<file path="src/sv/sha1md_pkg.sv">
package sha1md_pkg;

    localparam int WORD_W  = 32;
    localparam int SLOTS   = 16;
    localparam int SLOT_W  = $clog2(SLOTS);
    localparam int NUM_H   = 5;
    localparam int IDX_W   = 3;
    localparam int ROUNDS  = 80;
    localparam int RND_W   = 7;
    localparam int LEN_W   = 64;
    localparam int BCNT_W  = 3;

    localparam logic [SLOT_W-1:0] SLOT_LEN_HI = 4'd14;
    localparam logic [SLOT_W-1:0] SLOT_LAST   = 4'd15;
    localparam logic [IDX_W-1:0]  IDX_LAST    = 3'(NUM_H - 1);
    localparam logic [RND_W-1:0]  RND_LAST    = 7'(ROUNDS - 1);
    localparam logic [BCNT_W-1:0] BYTES_FULL  = 3'd4;

    localparam logic [WORD_W-1:0] K_00_19 = 32'h5A82_7999;
    localparam logic [WORD_W-1:0] K_20_39 = 32'h6ED9_EBA1;
    localparam logic [WORD_W-1:0] K_40_59 = 32'h8F1B_BCDC;
    localparam logic [WORD_W-1:0] K_60_79 = 32'hCA62_C1D6;

    localparam logic [7:0]        MARKER_BYTE = 8'h80;
    localparam logic [WORD_W-1:0] MARKER_WORD = 32'h8000_0000;

    typedef logic [WORD_W-1:0]             word_t;
    typedef logic [SLOT_W-1:0]             slot_t;
    typedef logic [NUM_H-1:0][WORD_W-1:0]  chain_t;

    typedef enum logic [1:0] {
        ST_IDLE,
        ST_PAD,
        ST_WAIT,
        ST_EMIT
    } ctrl_state_t;

    typedef enum logic [1:0] {
        C_IDLE,
        C_PRIME,
        C_ROUND,
        C_ADD
    } core_state_t;

    typedef struct packed {
        logic  start;
        logic  wr_en;
        slot_t wr_addr;
        word_t wr_data;
        logic  chain_init;
    } core_cmd_t;

    typedef struct packed {
        logic busy;
        logic done;
    } core_stat_t;

    function automatic word_t iv_word(input logic [IDX_W-1:0] i);
        word_t w;
        case (i)
            3'd0:    w = 32'h6745_2301;
            3'd1:    w = 32'hEFCD_AB89;
            3'd2:    w = 32'h98BA_DCFE;
            3'd3:    w = 32'h1032_5476;
            default: w = 32'hC3D2_E1F0;
        endcase
        return w;
    endfunction

    function automatic chain_t iv_chain();
        chain_t c;
        for (int i = 0; i < NUM_H; i++)
        begin
            c[i] = iv_word(IDX_W'(i));
        end
        return c;
    endfunction

endpackage

</file>
<file path="src/sv/sha1md_msg_if.sv">
interface sha1md_msg_if;
    logic                         valid;
    logic                         ready;
    logic [31:0]                  data_word;
    logic [2:0]                   byte_count;
    logic                         last_word;

    modport source (output valid, output data_word, output byte_count, output last_word,
                    input ready);
    modport sink (input valid, input data_word, input byte_count, input last_word,
                  output ready);
endinterface

</file>
<file path="src/sv/sha1md_dgst_if.sv">
interface sha1md_dgst_if;
    logic        valid;
    logic        ready;
    logic [31:0] digest_word;
    logic [2:0]  word_index;
    logic        digest_done;

    modport source (output valid, output digest_word, output word_index, output digest_done,
                    input ready);
    modport sink (input valid, input digest_word, input word_index, input digest_done,
                  output ready);
endinterface

</file>
<file path="src/sv/sha1_message_digest_top.sv">
// Channel  Role    Beat contents                              Accepted when
// -------  ------  -----------------------------------------  -----------------------
// msg      sink    data_word, byte_count, last_word           msg.valid & msg.ready
// dgst     source  digest_word, word_index, digest_done       dgst.valid & dgst.ready
//
// A message beat is taken while the block is idle. Each full 64-byte block
// then runs in the compression core: one operand fetch, 80 rounds, one
// feed-forward. The round loop is bounded by one round per cycle through the
// schedule memories. After the last beat, padding writes one word per cycle,
// one or two compressions follow, and the five digest beats leave one per
// cycle from an output register while dgst.ready is high.
// Reset loads the initial vector and clears the byte and slot counts; the schedule
// memory is not cleared. A stalled dgst holds the current digest beat; msg.ready is
// low while padding, compressing or emitting.
module sha1_message_digest_top (
    input  logic          clk,
    input  logic          rst_n,
    sha1md_msg_if.sink    msg,
    sha1md_dgst_if.source dgst
);

    // command and status between the sequencer and the compression core
    sha1md_pkg::core_cmd_t  cmd;
    sha1md_pkg::core_stat_t stat;
    sha1md_pkg::chain_t     chain;

    // Sequencer: collect message beats into the schedule memory, append the end
    // marker, zero fill and bit length, and drive the digest beats out.
    sha1md_ctrl u_ctrl (
        .clk   (clk),
        .rst_n (rst_n),
        .msg   (msg),
        .dgst  (dgst),
        .stat  (stat),
        .chain (chain),
        .cmd   (cmd)
    );

    // Compression core: owns the two copies of the 16-word schedule memory, runs
    // the rounds with a read-modify-write of the schedule, and holds the chain.
    sha1md_core u_core (
        .clk   (clk),
        .rst_n (rst_n),
        .cmd   (cmd),
        .stat  (stat),
        .chain (chain)
    );

endmodule

</file>
<file path="src/sv/sha1md_wram.sv">
module sha1md_wram (
    input  logic                clk,
    input  logic                wr_en,
    input  sha1md_pkg::slot_t   wr_addr,
    input  sha1md_pkg::word_t   wr_data,
    input  sha1md_pkg::slot_t   rd_addr0,
    input  sha1md_pkg::slot_t   rd_addr1,
    output sha1md_pkg::word_t   rd_data0,
    output sha1md_pkg::word_t   rd_data1
);

    sha1md_pkg::word_t mem [sha1md_pkg::SLOTS];

    always_ff @(posedge clk)
    begin
        if (wr_en)
        begin
            mem[wr_addr] <= wr_data;
        end
    end

    always_ff @(posedge clk)
    begin
        rd_data0 <= mem[rd_addr0];
        rd_data1 <= mem[rd_addr1];
    end

endmodule

</file>
<file path="src/sv/sha1md_core.sv">
module sha1md_core (
    input  logic                    clk,
    input  logic                    rst_n,
    input  sha1md_pkg::core_cmd_t   cmd,
    output sha1md_pkg::core_stat_t  stat,
    output sha1md_pkg::chain_t      chain
);

    sha1md_pkg::core_state_t        state_reg, state_next;
    logic [sha1md_pkg::RND_W-1:0]   rnd_reg, rnd_next;
    sha1md_pkg::chain_t             vars_reg, vars_next;
    sha1md_pkg::chain_t             chain_reg;

    sha1md_pkg::slot_t iss_slot;
    sha1md_pkg::slot_t ra0, ra1, rb0, rb1;
    sha1md_pkg::word_t da0, da1, db0, db1;
    sha1md_pkg::word_t w_sched, w_cur, f_val, k_val, temp;
    sha1md_pkg::word_t a, b, c, d, e;
    logic              sched_wr;
    logic              mem_wen;
    sha1md_pkg::slot_t mem_waddr;
    sha1md_pkg::word_t mem_wdata;

    // next state
    always_comb
    begin
        state_next = state_reg;
        case (state_reg)
            sha1md_pkg::C_IDLE:
            begin
                if (cmd.start)
                begin
                    state_next = sha1md_pkg::C_PRIME;
                end
            end
            sha1md_pkg::C_PRIME: state_next = sha1md_pkg::C_ROUND;
            sha1md_pkg::C_ROUND:
            begin
                if (rnd_reg == sha1md_pkg::RND_LAST)
                begin
                    state_next = sha1md_pkg::C_ADD;
                end
            end
            sha1md_pkg::C_ADD:   state_next = sha1md_pkg::C_IDLE;
            default:             state_next = sha1md_pkg::C_IDLE;
        endcase
    end

    // outputs
    always_comb
    begin
        stat.busy = (state_reg != sha1md_pkg::C_IDLE);
        stat.done = (state_reg == sha1md_pkg::C_ADD);
        sched_wr  = (state_reg == sha1md_pkg::C_ROUND) && (rnd_reg >= 7'd16);
    end

    // fetch operands one round ahead: W[t-3], W[t-8], W[t-14], W[t-16]
    assign iss_slot = (state_reg == sha1md_pkg::C_PRIME) ? '0 : rnd_reg[3:0] + 4'd1;
    assign ra0      = iss_slot - 4'd3;
    assign ra1      = iss_slot - 4'd8;
    assign rb0      = iss_slot - 4'd14;
    assign rb1      = iss_slot;

    assign mem_wen   = sched_wr || cmd.wr_en;
    assign mem_waddr = sched_wr ? rnd_reg[3:0] : cmd.wr_addr;
    assign mem_wdata = sched_wr ? w_sched : cmd.wr_data;

    sha1md_wram u_wram_a (
        .clk      (clk),
        .wr_en    (mem_wen),
        .wr_addr  (mem_waddr),
        .wr_data  (mem_wdata),
        .rd_addr0 (ra0),
        .rd_addr1 (ra1),
        .rd_data0 (da0),
        .rd_data1 (da1)
    );

    sha1md_wram u_wram_b (
        .clk      (clk),
        .wr_en    (mem_wen),
        .wr_addr  (mem_waddr),
        .wr_data  (mem_wdata),
        .rd_addr0 (rb0),
        .rd_addr1 (rb1),
        .rd_data0 (db0),
        .rd_data1 (db1)
    );

    assign a = vars_reg[0];
    assign b = vars_reg[1];
    assign c = vars_reg[2];
    assign d = vars_reg[3];
    assign e = vars_reg[4];

    always_comb
    begin
        sha1md_pkg::word_t x;
        x       = da0 ^ da1 ^ db0 ^ db1;
        w_sched = {x[30:0], x[31]};
        w_cur   = (rnd_reg < 7'd16) ? db1 : w_sched;

        if (rnd_reg < 7'd20)
        begin
            f_val = (b & c) | (~b & d);
            k_val = sha1md_pkg::K_00_19;
        end
        else if (rnd_reg < 7'd40)
        begin
            f_val = b ^ c ^ d;
            k_val = sha1md_pkg::K_20_39;
        end
        else if (rnd_reg < 7'd60)
        begin
            f_val = (b & c) | (b & d) | (c & d);
            k_val = sha1md_pkg::K_40_59;
        end
        else
        begin
            f_val = b ^ c ^ d;
            k_val = sha1md_pkg::K_60_79;
        end
        temp = {a[26:0], a[31:27]} + f_val + e + w_cur + k_val;
    end

    always_comb
    begin
        rnd_next  = rnd_reg;
        vars_next = vars_reg;
        case (state_reg)
            sha1md_pkg::C_PRIME:
            begin
                rnd_next  = '0;
                vars_next = chain_reg;
            end
            sha1md_pkg::C_ROUND:
            begin
                rnd_next     = rnd_reg + 7'd1;
                vars_next[0] = temp;
                vars_next[1] = a;
                vars_next[2] = {b[1:0], b[31:2]};
                vars_next[3] = c;
                vars_next[4] = d;
            end
            default:
            begin
                rnd_next  = rnd_reg;
                vars_next = vars_reg;
            end
        endcase
    end

    always_ff @(posedge clk or negedge rst_n)
    begin
        if (!rst_n)
        begin
            state_reg <= sha1md_pkg::C_IDLE;
            rnd_reg   <= '0;
            vars_reg  <= '0;
            chain_reg <= sha1md_pkg::iv_chain();
        end
        else
        begin
            state_reg <= state_next;
            rnd_reg   <= rnd_next;
            vars_reg  <= vars_next;
            if (cmd.chain_init)
            begin
                chain_reg <= sha1md_pkg::iv_chain();
            end
            else if (state_reg == sha1md_pkg::C_ADD)
            begin
                for (int i = 0; i < sha1md_pkg::NUM_H; i++)
                begin
                    chain_reg[i] <= chain_reg[i] + vars_reg[i];
                end
            end
        end
    end

    assign chain = chain_reg;

`ifndef ASSERT_OFF
    a_no_host_write_busy: assert property (@(posedge clk) disable iff (!rst_n)
        cmd.wr_en |-> (state_reg == sha1md_pkg::C_IDLE))
        else $error("schedule memory written from outside during compression");

    a_start_when_idle: assert property (@(posedge clk) disable iff (!rst_n)
        cmd.start |-> (state_reg == sha1md_pkg::C_IDLE) && !cmd.chain_init)
        else $error("compression started while busy or during chain reload");

    a_round_count: assert property (@(posedge clk) disable iff (!rst_n)
        (state_reg == sha1md_pkg::C_ADD) |-> ($past(rnd_reg) == sha1md_pkg::RND_LAST))
        else $error("feed-forward reached without all rounds");
`endif

endmodule

</file>
<file path="src/sv/sha1md_ctrl.sv">
module sha1md_ctrl (
    input  logic                    clk,
    input  logic                    rst_n,
    sha1md_msg_if.sink              msg,
    sha1md_dgst_if.source           dgst,
    input  sha1md_pkg::core_stat_t  stat,
    input  sha1md_pkg::chain_t      chain,
    output sha1md_pkg::core_cmd_t   cmd
);

    sha1md_pkg::ctrl_state_t        state_reg, state_next;
    sha1md_pkg::slot_t              slot_reg, slot_next;
    logic [sha1md_pkg::LEN_W-1:0]   bytes_reg, bytes_next;
    logic                           marker_reg, marker_next;
    logic                           len_hi_reg, len_hi_next;
    logic                           final_reg, final_next;
    logic                           finish_reg, finish_next;
    logic [sha1md_pkg::IDX_W-1:0]   idx_reg, idx_next;
    logic                           out_valid_reg, out_valid_next;
    sha1md_pkg::word_t              out_word_reg;
    logic [sha1md_pkg::IDX_W-1:0]   out_idx_reg;
    logic                           out_done_reg;

    logic                           acc;
    logic                           wr_en;
    sha1md_pkg::word_t              wr_data;
    logic [sha1md_pkg::BCNT_W-1:0]  n_bytes;
    logic [sha1md_pkg::BCNT_W-1:0]  add_bytes;
    logic                           emit_load;
    logic                           emit_end;
    sha1md_pkg::word_t              len_hi;
    sha1md_pkg::word_t              len_lo;

    assign n_bytes   = (msg.byte_count > sha1md_pkg::BYTES_FULL) ? sha1md_pkg::BYTES_FULL
                                                                 : msg.byte_count;
    assign add_bytes = msg.last_word ? n_bytes : sha1md_pkg::BYTES_FULL;
    assign len_hi    = bytes_reg[60:29];
    assign len_lo    = {bytes_reg[28:0], 3'b000};

    // next state
    always_comb
    begin
        state_next = state_reg;
        case (state_reg)
            sha1md_pkg::ST_IDLE:
            begin
                if (acc)
                begin
                    if (slot_reg == sha1md_pkg::SLOT_LAST)
                    begin
                        state_next = sha1md_pkg::ST_WAIT;
                    end
                    else if (msg.last_word)
                    begin
                        state_next = sha1md_pkg::ST_PAD;
                    end
                end
            end
            sha1md_pkg::ST_PAD:
            begin
                if (slot_reg == sha1md_pkg::SLOT_LAST)
                begin
                    state_next = sha1md_pkg::ST_WAIT;
                end
            end
            sha1md_pkg::ST_WAIT:
            begin
                if (stat.done)
                begin
                    if (final_reg)
                    begin
                        state_next = sha1md_pkg::ST_EMIT;
                    end
                    else if (finish_reg)
                    begin
                        state_next = sha1md_pkg::ST_PAD;
                    end
                    else
                    begin
                        state_next = sha1md_pkg::ST_IDLE;
                    end
                end
            end
            sha1md_pkg::ST_EMIT:
            begin
                if (emit_end)
                begin
                    state_next = sha1md_pkg::ST_IDLE;
                end
            end
            default: state_next = sha1md_pkg::ST_IDLE;
        endcase
    end

    // outputs
    always_comb
    begin
        msg.ready = (state_reg == sha1md_pkg::ST_IDLE);
        acc       = msg.valid && (state_reg == sha1md_pkg::ST_IDLE);
        wr_en     = acc || (state_reg == sha1md_pkg::ST_PAD);
        emit_load = (state_reg == sha1md_pkg::ST_EMIT) && (!out_valid_reg || dgst.ready);
        emit_end  = emit_load && (idx_reg == sha1md_pkg::IDX_LAST);

        wr_data = '0;
        case (state_reg)
            sha1md_pkg::ST_IDLE:
            begin
                if (!msg.last_word)
                begin
                    wr_data = msg.data_word;
                end
                else
                begin
                    case (n_bytes)
                        3'd0:    wr_data = sha1md_pkg::MARKER_WORD;
                        3'd1:    wr_data = {msg.data_word[31:24], sha1md_pkg::MARKER_BYTE,
                                            16'h0000};
                        3'd2:    wr_data = {msg.data_word[31:16], sha1md_pkg::MARKER_BYTE,
                                            8'h00};
                        3'd3:    wr_data = {msg.data_word[31:8], sha1md_pkg::MARKER_BYTE};
                        default: wr_data = msg.data_word;
                    endcase
                end
            end
            sha1md_pkg::ST_PAD:
            begin
                if (marker_reg)
                begin
                    wr_data = sha1md_pkg::MARKER_WORD;
                end
                else if (slot_reg == sha1md_pkg::SLOT_LEN_HI)
                begin
                    wr_data = len_hi;
                end
                else if ((slot_reg == sha1md_pkg::SLOT_LAST) && len_hi_reg)
                begin
                    wr_data = len_lo;
                end
            end
            default: wr_data = '0;
        endcase

        cmd.wr_en      = wr_en;
        cmd.wr_addr    = slot_reg;
        cmd.wr_data    = wr_data;
        cmd.start      = wr_en && (slot_reg == sha1md_pkg::SLOT_LAST);
        cmd.chain_init = emit_end;
    end

    // counters and padding flags
    always_comb
    begin
        slot_next   = wr_en ? slot_reg + 4'd1 : slot_reg;
        bytes_next  = bytes_reg;
        marker_next = marker_reg;
        len_hi_next = len_hi_reg;
        final_next  = final_reg;
        finish_next = finish_reg;
        idx_next    = idx_reg;

        if (acc)
        begin
            bytes_next  = bytes_reg + {61'd0, add_bytes};
            marker_next = msg.last_word && (n_bytes == sha1md_pkg::BYTES_FULL);
            finish_next = msg.last_word;
        end
        if (state_reg == sha1md_pkg::ST_PAD)
        begin
            marker_next = 1'b0;
            if (!marker_reg && (slot_reg == sha1md_pkg::SLOT_LEN_HI))
            begin
                len_hi_next = 1'b1;
            end
            if (!marker_reg && len_hi_reg && (slot_reg == sha1md_pkg::SLOT_LAST))
            begin
                final_next = 1'b1;
            end
        end
        if (emit_load)
        begin
            idx_next = idx_reg + 3'd1;
        end
        if (emit_end)
        begin
            bytes_next  = '0;
            len_hi_next = 1'b0;
            final_next  = 1'b0;
            finish_next = 1'b0;
            idx_next    = '0;
        end

        out_valid_next = emit_load ? 1'b1 : (dgst.ready ? 1'b0 : out_valid_reg);
    end

    always_ff @(posedge clk or negedge rst_n)
    begin
        if (!rst_n)
        begin
            state_reg     <= sha1md_pkg::ST_IDLE;
            slot_reg      <= '0;
            bytes_reg     <= '0;
            marker_reg    <= 1'b0;
            len_hi_reg    <= 1'b0;
            final_reg     <= 1'b0;
            finish_reg    <= 1'b0;
            idx_reg       <= '0;
            out_valid_reg <= 1'b0;
        end
        else
        begin
            state_reg     <= state_next;
            slot_reg      <= slot_next;
            bytes_reg     <= bytes_next;
            marker_reg    <= marker_next;
            len_hi_reg    <= len_hi_next;
            final_reg     <= final_next;
            finish_reg    <= finish_next;
            idx_reg       <= idx_next;
            out_valid_reg <= out_valid_next;
        end
    end

    always_ff @(posedge clk)
    begin
        if (emit_load)
        begin
            out_word_reg <= chain[idx_reg];
            out_idx_reg  <= idx_reg;
            out_done_reg <= (idx_reg == sha1md_pkg::IDX_LAST);
        end
    end

    assign dgst.valid       = out_valid_reg;
    assign dgst.digest_word = out_word_reg;
    assign dgst.word_index  = out_idx_reg;
    assign dgst.digest_done = out_done_reg;

`ifndef ASSERT_OFF
    a_ready_core_idle: assert property (@(posedge clk) disable iff (!rst_n)
        msg.ready |-> !stat.busy)
        else $error("input taken while compression runs");

    a_start_on_full_block: assert property (@(posedge clk) disable iff (!rst_n)
        cmd.start |=> (slot_reg == '0) && (state_reg == sha1md_pkg::ST_WAIT))
        else $error("compression started without a full block");

    a_clear_after_digest: assert property (@(posedge clk) disable iff (!rst_n)
        cmd.chain_init |=> (slot_reg == '0) && (bytes_reg == '0) && !final_reg)
        else $error("message state not cleared after digest");
`endif

endmodule

</file>
<file path="src/flat_wrapper.sv">
// flat-port wrapper written by rule: the top's interface ports become plain ports
module sha1_message_digest_top_flat 
  (clk, rst_n, msg_valid, msg_data_word, msg_byte_count, msg_last_word, msg_ready, dgst_valid, dgst_digest_word, dgst_word_index, dgst_digest_done, dgst_ready);
  sha1md_msg_if msg_i ();
  sha1md_dgst_if dgst_i ();
  input  logic clk;
  input  logic rst_n;
  input wire logic [$bits(msg_i.valid)-1:0] msg_valid;
  input wire logic [$bits(msg_i.data_word)-1:0] msg_data_word;
  input wire logic [$bits(msg_i.byte_count)-1:0] msg_byte_count;
  input wire logic [$bits(msg_i.last_word)-1:0] msg_last_word;
  output wire logic [$bits(msg_i.ready)-1:0] msg_ready;
  output wire logic [$bits(dgst_i.valid)-1:0] dgst_valid;
  output wire logic [$bits(dgst_i.digest_word)-1:0] dgst_digest_word;
  output wire logic [$bits(dgst_i.word_index)-1:0] dgst_word_index;
  output wire logic [$bits(dgst_i.digest_done)-1:0] dgst_digest_done;
  input wire logic [$bits(dgst_i.ready)-1:0] dgst_ready;
  assign msg_i.valid = msg_valid;
  assign msg_i.data_word = msg_data_word;
  assign msg_i.byte_count = msg_byte_count;
  assign msg_i.last_word = msg_last_word;
  assign msg_ready = msg_i.ready;
  assign dgst_valid = dgst_i.valid;
  assign dgst_digest_word = dgst_i.digest_word;
  assign dgst_word_index = dgst_i.word_index;
  assign dgst_digest_done = dgst_i.digest_done;
  assign dgst_i.ready = dgst_ready;
  sha1_message_digest_top u_core (.clk(clk), .rst_n(rst_n), .msg(msg_i), .dgst(dgst_i));
endmodule
</file>
<file path="config.mk">
export PLATFORM = sky130hd
export DESIGN_NAME = sha1_message_digest_top_flat
export DESIGN_NICKNAME = d
export VERILOG_FILES = /design/src/sv/sha1md_pkg.sv /design/src/sv/sha1md_msg_if.sv /design/src/sv/sha1md_dgst_if.sv /design/src/sv/sha1_message_digest_top.sv /design/src/sv/sha1md_wram.sv /design/src/sv/sha1md_core.sv /design/src/sv/sha1md_ctrl.sv /design/src/flat_wrapper.sv
export SDC_FILE = /design/constraint.sdc
export NUM_CORES = 2
export LEC_CHECK = 0
export BUFFER_PORTS_ARGS = -buffer_cell sky130_fd_sc_hd__buf_4
export CORE_ASPECT_RATIO = 0.75
export CORE_MARGIN = 5
export CORE_UTILIZATION = 60
export DETAILED_ROUTE_END_ITERATION = 7
export HOLD_SLACK_MARGIN = 0.15
export PLACE_DENSITY_LB_ADDON = 0.1
export SETUP_SLACK_MARGIN = 0.1
export SLEW_MARGIN = 20
export SYNTH_ARGS = -nofsm -noshare
export SYNTH_HDL_FRONTEND = slang
export SYNTH_SLANG_ARGS = --single-unit
</file>
<file path="constraint.sdc">
create_clock -name clk -period 8.9 [get_ports clk]
set_clock_uncertainty 0.05 [all_clocks]
set_input_delay 0 -clock clk [delete_from_list [all_inputs] [get_ports clk]]
set_output_delay 0 -clock clk [all_outputs]
set_load 0.01 [all_outputs]
</file>
== After elaboration in Yosys (flattened, before gate mapping) ==
Memory sizes are Yosys's and may differ from the RTL's. A register that Yosys moved wholly into a read port is not among the register bits.
Index checks and enable logic that the tools add are counted.
Storage, ports and cells
  flip-flop bits (word level): 443
  RAM bits: 1024
  bits of input ports: 40
  output and inout bits: 38
  logic and storage cells: 169
  memories kept: 2
Memory list
  u_core.u_core.u_wram_a.mem: words 16, width 32, read ports 2, clocked after Yosys merged registers in 2, wr ports 1, line sha1md_wram.sv:12  | sha1md_pkg::word_t mem [sha1md_pkg::SLOTS];
  u_core.u_core.u_wram_b.mem: words 16, width 32, read ports 2, clocked after Yosys merged registers in 2, wr ports 1, line sha1md_wram.sv:12
Cells by class
  $add $sub $neg: 17
  $lt $le $gt $ge: 7
  eq/ne operators: 21
  muxes and demuxes: 54
  bitwise logic cells: 13
  reduce and logical (&&, ||, !) cells: 31
Operators with widths (count)
  32-bit two-way mux: 12
  160-bit two-way mux: 2
  160-bit one-hot mux with 2 select lines: 1
  32-bit adder: 9
  32-bit bitwise XOR: 5
  32-bit bitwise AND: 4
  64-bit two-way mux: 2
  32-bit one-hot mux with 4 select lines: 1
  32-bit binary-select mux with 3-bit select: 1
  32-bit OR: 3
  64-bit by 3-bit adder with 64-bit output: 1
  32-bit one-hot mux with 2 select lines: 1
  32-bit NOT: 1
  31-bit two-way mux: 1
  2-bit two-way mux: 9
  2-bit nonzero test: 9
  2-bit one-hot mux with 4 select lines: 2
  1-bit two-way mux: 15
  7-bit by 5-bit less-than comparator with 1-bit output (second input constant): 2
  7-bit by 6-bit less-than comparator with 1-bit output (second input constant): 2
  7-bit one-hot mux with 2 select lines: 1
  3-bit two-way mux: 4
  1-bit logical AND: 10
  4-bit by 1-bit adder with 4-bit output (second input constant): 2
  24 further kinds: 43

== Logic depth before layout (Yosys ltp) ==
  depth in word-level cells: 11
  gate-level depth with buffers: 29
  gate-level depth less buffers: 27

== By module ==
Synthesis repeated with hierarchy kept, for this count alone.
Second synthesis, totals
  cell total of the unflattened synthesis: 6197
  area total of the unflattened synthesis: 83588.9 µm²
Modules (own cells, without submodules)
  sha1md_core: times used 1, cells an instance 3173, area an instance 28085.7 µm², seq. area each 8333.0 µm²
  sha1md_wram at u_core.u_core.u_wram_b: times used 1, cells an instance 1141, area an instance 24188.2 µm², seq. area each 16656.0 µm²
  sha1md_wram at u_core.u_core.u_wram_a: times used 1, cells an instance 1141, area an instance 24186.9 µm², seq. area each 16656.0 µm²
  sha1md_ctrl: times used 1, cells an instance 742, area an instance 7128.1 µm², seq. area each 2957.8 µm²

== Least setup slack after synthesis ==
No wires, ideal clock.
  path kind: register -> register
  from: reg u_core.u_core.rnd_reg[3] in the netlist's numbering
  to: reg u_core.u_core.vars_reg, in the netlist u_core.u_core.a[31]
  library setup time: 0.140 ns
  data arrival time: 6.284 ns
  data required time: 8.710 ns
  setup slack: 2.426 ns
  stages on the path, launching flop included: 28
  buffers on the path: 2
  period minus slack after synthesis: 6.474 ns
  cells stage by stage: dfrtp_1 > clkbuf_1 > nand2_1 > o21a_1 > inv_1 > nor2_1 > clkinv_1 > nand2_1 > clkbuf_1 > nor2_1 > nor2_1 > fa_1 > fa_1 > inv_1 > fa_1 > inv_1 > ha_1 > a211o_1 > a2111oi_2 > nor3_1 > a311o_1 > a21o_1 > a2111oi_4 > o21bai_2 > a21oi_2 > a21boi_1 > xnor2_1 > o221ai_1
On the way
  longest elaborated chain between the ends: 9
  elaborated cells on any way between the ends: 16
  classes of those cells: 4 x add/sub; 4 x order compare; 8 x mux
RTL lines
  start, declared: line sha1md_core.sv:10  | logic [sha1md_pkg::RND_W-1:0] rnd_reg, rnd_next;
  start signal, assigned: line sha1md_core.sv:165  | rnd_reg <= rnd_next;
  7-bit by 6-bit less-than comparator with 1-bit output: line sha1md_core.sv:113  | else if (rnd_reg < 7'd60)
  32-bit two-way mux: line sha1md_core.sv:113
  32-bit two-way mux: line sha1md_core.sv:108  | else if (rnd_reg < 7'd40)
  32-bit two-way mux: line sha1md_core.sv:103  | if (rnd_reg < 7'd20)
  32-bit adder (3 in a row): line sha1md_core.sv:123  | temp = {a[26:0], a[31:27]} + f_val + e + w_cur + k_val;
  32-bit adder *: line sha1md_core.sv:123
  160-bit one-hot mux with 2 select lines *: line sha1md_core.sv:130  | case (state_reg)
  end signal, assigned: line sha1md_core.sv:166  | vars_reg <= vars_next;
  end, declared: line sha1md_core.sv:11  | sha1md_pkg::chain_t vars_reg, vars_next;
Mark *: on every way between the ends. The rest lies on a longest branch, timed or not.
A chain may end at the register's enable or synchronous reset.

== Worst setup path in the final report ==
  from: reg u_core.u_core.rnd_reg[3] in the netlist's numbering
  to: reg u_core.u_core.vars_reg, in the netlist u_core.u_core.a[28]
Same word-level chain as after synthesis.

==> metrics.txt <==
post-route minimum period slightly below 8 ns; post-synthesis sequential element count around 1100; clk_lat worst skew around 0.74 ns; Post-Synth Adder-Cell Area 8.43%; I/O pin count around 80; GRT Resource Usage Total 33.3%; first-pass GRT wire length around 290000 um; Crit Path Class reg -> reg; main flop type after synthesis edfxtp_1; Slew Limit Fails 0; GP Congestion 0.940; die width slightly below 400 um; final setup violation count 0; CTS tree yes; largest net degree at the start of global routing approximately 160; CTS buffer count ~110; Critical Path Start Type flop; H-tree levels 3; main area contributors after synthesis edfxtp_1, mux4_2, dfrtp_1; initial drt markers 5479; max reg flops 512; share of the synthesized area in the top cell type approximately 25%; Max Fclk about 130 MHz; most frequent cells in the layout edfxtp_1, nor2_1, mux4_2; pre-CTS setup slack between 1 and 1.5 ns; Clock Sinks roughly 1100; Worst EP required roughly 9.4 ns; CTS Buffer Depth 3; unique cell type count in the Yosys netlist 87; Rel. slew slack between 10% and 20%; Port Buffers 77; worst r2r src u_core.u_core.rnd_reg[3]$_DFFE_PN0P_; Worst-path clk slew roughly 0.07 ns; fin util between 60% and 70%; DP HPWL around 130000 um; Peak VDD IR 0.584 mV; die area 115000 sq um; pwr/cell area about 350 nW/um^2; initial core utilization 60.6%; Layout area overhead 9.69%; Via Count roughly 46000; Post-Syn Area roughly 65000 sq um; initial antenna violation count 2; cell count after synthesis roughly 5300; final period utilization between 80 and 90%; Max FO, Critical Path 18; crit end category flop; commonest non-fill, non-tap cell in the layout edfxtp_1; Post-synth EDFFs between 500 and 600; DR vias/cell slightly below 7; Min-Delay Path Class in -> reg; area leader, netlist edfxtp_1; hold_sp msg_data_word[5]; post-route ant nets 0; Ys Warns 0; post-CTS setup buffer count 0; nets between 5000 and 6000; Site Rows about 100; max_cap viols 0; total wire length around 190000 um; Synth Area in Compound Gates around 11%; Final Worst Setup Slack between 1 and 1.5 ns; Core ar. 107000 sq um; Final Hold Fails 0; data arrival time of the worst path roughly 8.3 ns; mux contribution to synthesized area about a fifth; die height slightly below 300 um; post-synthesis average cell area approximately 12 sq um; RSZ-0062 raised after global routing no; final setup TNS 0 ns; Critical Path Start u_core.u_core.rnd_reg[3]$_DFFE_PN0P_; largest family of logic cells by synthesized area multiplexers; vias in the first global route 44400; Seq/Total Area, Yosys between 40% and 50%; Slew @ Worst Pin ~1.2 ns; simple-gate share of the synthesized area 7.66%; filler instances 7971; layout cells sized above 1 18.0%; outcome complete, no violations; Routed WL per cell 27.8 um; asr flop ratio synth 37.4%; post-synthesis net count roughly 5700; DRC viols 0; GR Overflow Total 0; leakage power of the design between 20 and 30 nW; 1st-pass router iterations 8; Post-Synth XOR/XNOR Area just over 4%; cts hold-fix bufs 22; CTS resizes 0; Root Buffer clkbuf_16
-- cell type report --
cell class,count,area (sq um),area share [%]
clock inverter,63,647,0.906
clock buffer,143,3040,4.25
inverter,253,958,1.34
multi-input combinational,3713,34200,47.8
timing repair buffer,193,1580,2.21
sequential,1080,29200,40.9
antenna,1,2.50,0.00350
tap,1431,1790,2.51
-- cells in the mapped netlist, drive strengths merged (6+ instances only) --
| library cell | n |
|---|---|
| nor2 | 508 |
| fa | 126 |
| a2111oi | 10 |
| a222oi | 29 |
| o21a | 38 |
| a211oi | 127 |
| ha | 237 |
| mux2 | 24 |
| dfxtp | 128 |
| xnor2 | 201 |
| and3 | 42 |
| nor2b | 58 |
| nand4 | 14 |
| o32ai | 26 |
| clkbuf | 231 |
| xor2 | 105 |
| o32a | 15 |
| o21ai | 210 |
| nand2b | 22 |
| nand2 | 267 |
| dfstp | 80 |
| or2 | 8 |
| mux4 | 432 |
| and2 | 54 |
| nor3 | 45 |
| nand3 | 55 |
| a21oi | 422 |
| dfrtp | 324 |
| mux2i | 346 |
| o21bai | 24 |
| buf | 68 |
| o22ai | 10 |
| a211o | 17 |
| inv | 252 |
| edfxtp | 548 |
| o221ai | 6 |
| a31oi | 13 |
| and4 | 8 |
| or3 | 19 |
| a21o | 92 |
| o31ai | 16 |
| o211ai | 7 |
-- critical path: stages (launching register included) --
cell,delay [ns]
dfrtp_1,0.49
nand2_1,0.16
o21a_1,0.31
inv_1,0.25
nor2_1,0.26
clkinv_1,0.12
nand2_1,0.78
o21ai_0,0.26
fa_1,0.56
inv_1,0.06
fa_1,0.53
inv_1,0.06
fa_1,0.55
inv_1,0.06
ha_1,0.34
inv_1,0.07
o311a_1,0.36
a2111oi_0,0.81
o31a_1,0.29
a31o_2,0.24
a31oi_1,0.18
o21ai_0,0.40
o21a_1,0.16
nor2_1,0.04
xor2_1,0.13
o221ai_1,0.11
-- logic make-up (layout without fill, tap and decap cells) --
kind of cell             Yosys count  in the layout
AO/OA/AOI/OAI                   1124           1124
AND/OR/NAND/NOR                 1118           1118
flip-flops                      1080           1080
multiplexers                     802            802
buffers and inverters            552            652
adder cells (fa/ha/maj)          363            363
XOR/XNOR                         306            306
other                              0              1
-- metrics by stage --
stage	cell area [sq um]	hold WS (ns)	cells	total power, mW
after floorplan	65100	-0.346	5345	16.4
after global placement	67400	0.00980	6646	19.3
after detailed placement	67400	0.00749	6647	19.6
after CTS	71300	0.161	6875	24.5
after global routing	71400	0.214	6876	26.5
final	71400	0.163	6877	24.7
-- power breakdown --
group	internal (mW)	switching, mW
logic	5.92	7.19
registers	5.85	0.954
clock network	2.68	2.10
total	14.5	10.2
-- path summary, 6_finish.rpt --
check	end	slack [ns]	cells after the start
min	u_core.u_core.u_wram_b.mem[5][5]$_DFFE_PP_	0.16	3
max reg2reg	u_core.u_core.a[28]$_DFFE_PN0P_	1.09	25
min in group asynchronous	u_core.u_core.chain[0]$_DFFE_PN1P_	0.37	3
max	u_core.u_core.a[28]$_DFFE_PN0P_	1.09	25
min reg2reg	u_core.u_ctrl.len_hi_reg$_DFFE_PN0P_	0.45	2
max in group asynchronous	u_core.u_core.chain[122]$_DFFE_PN0P_	6.79	5
-- metal layers --
layer | GRT usage (%) | up-vias | part of all wire [%]
met2 | 47.2 | 2678 | 42
met4 | 9.00 | 0 | 3.0
li1 | - | 20100 | -
met1 | 50.9 | 23200 | 43
met3 | 9.39 | 368 | 12
met5 | 0 | - | 0
Note: power is estimated with default switching activity, not from simulation.
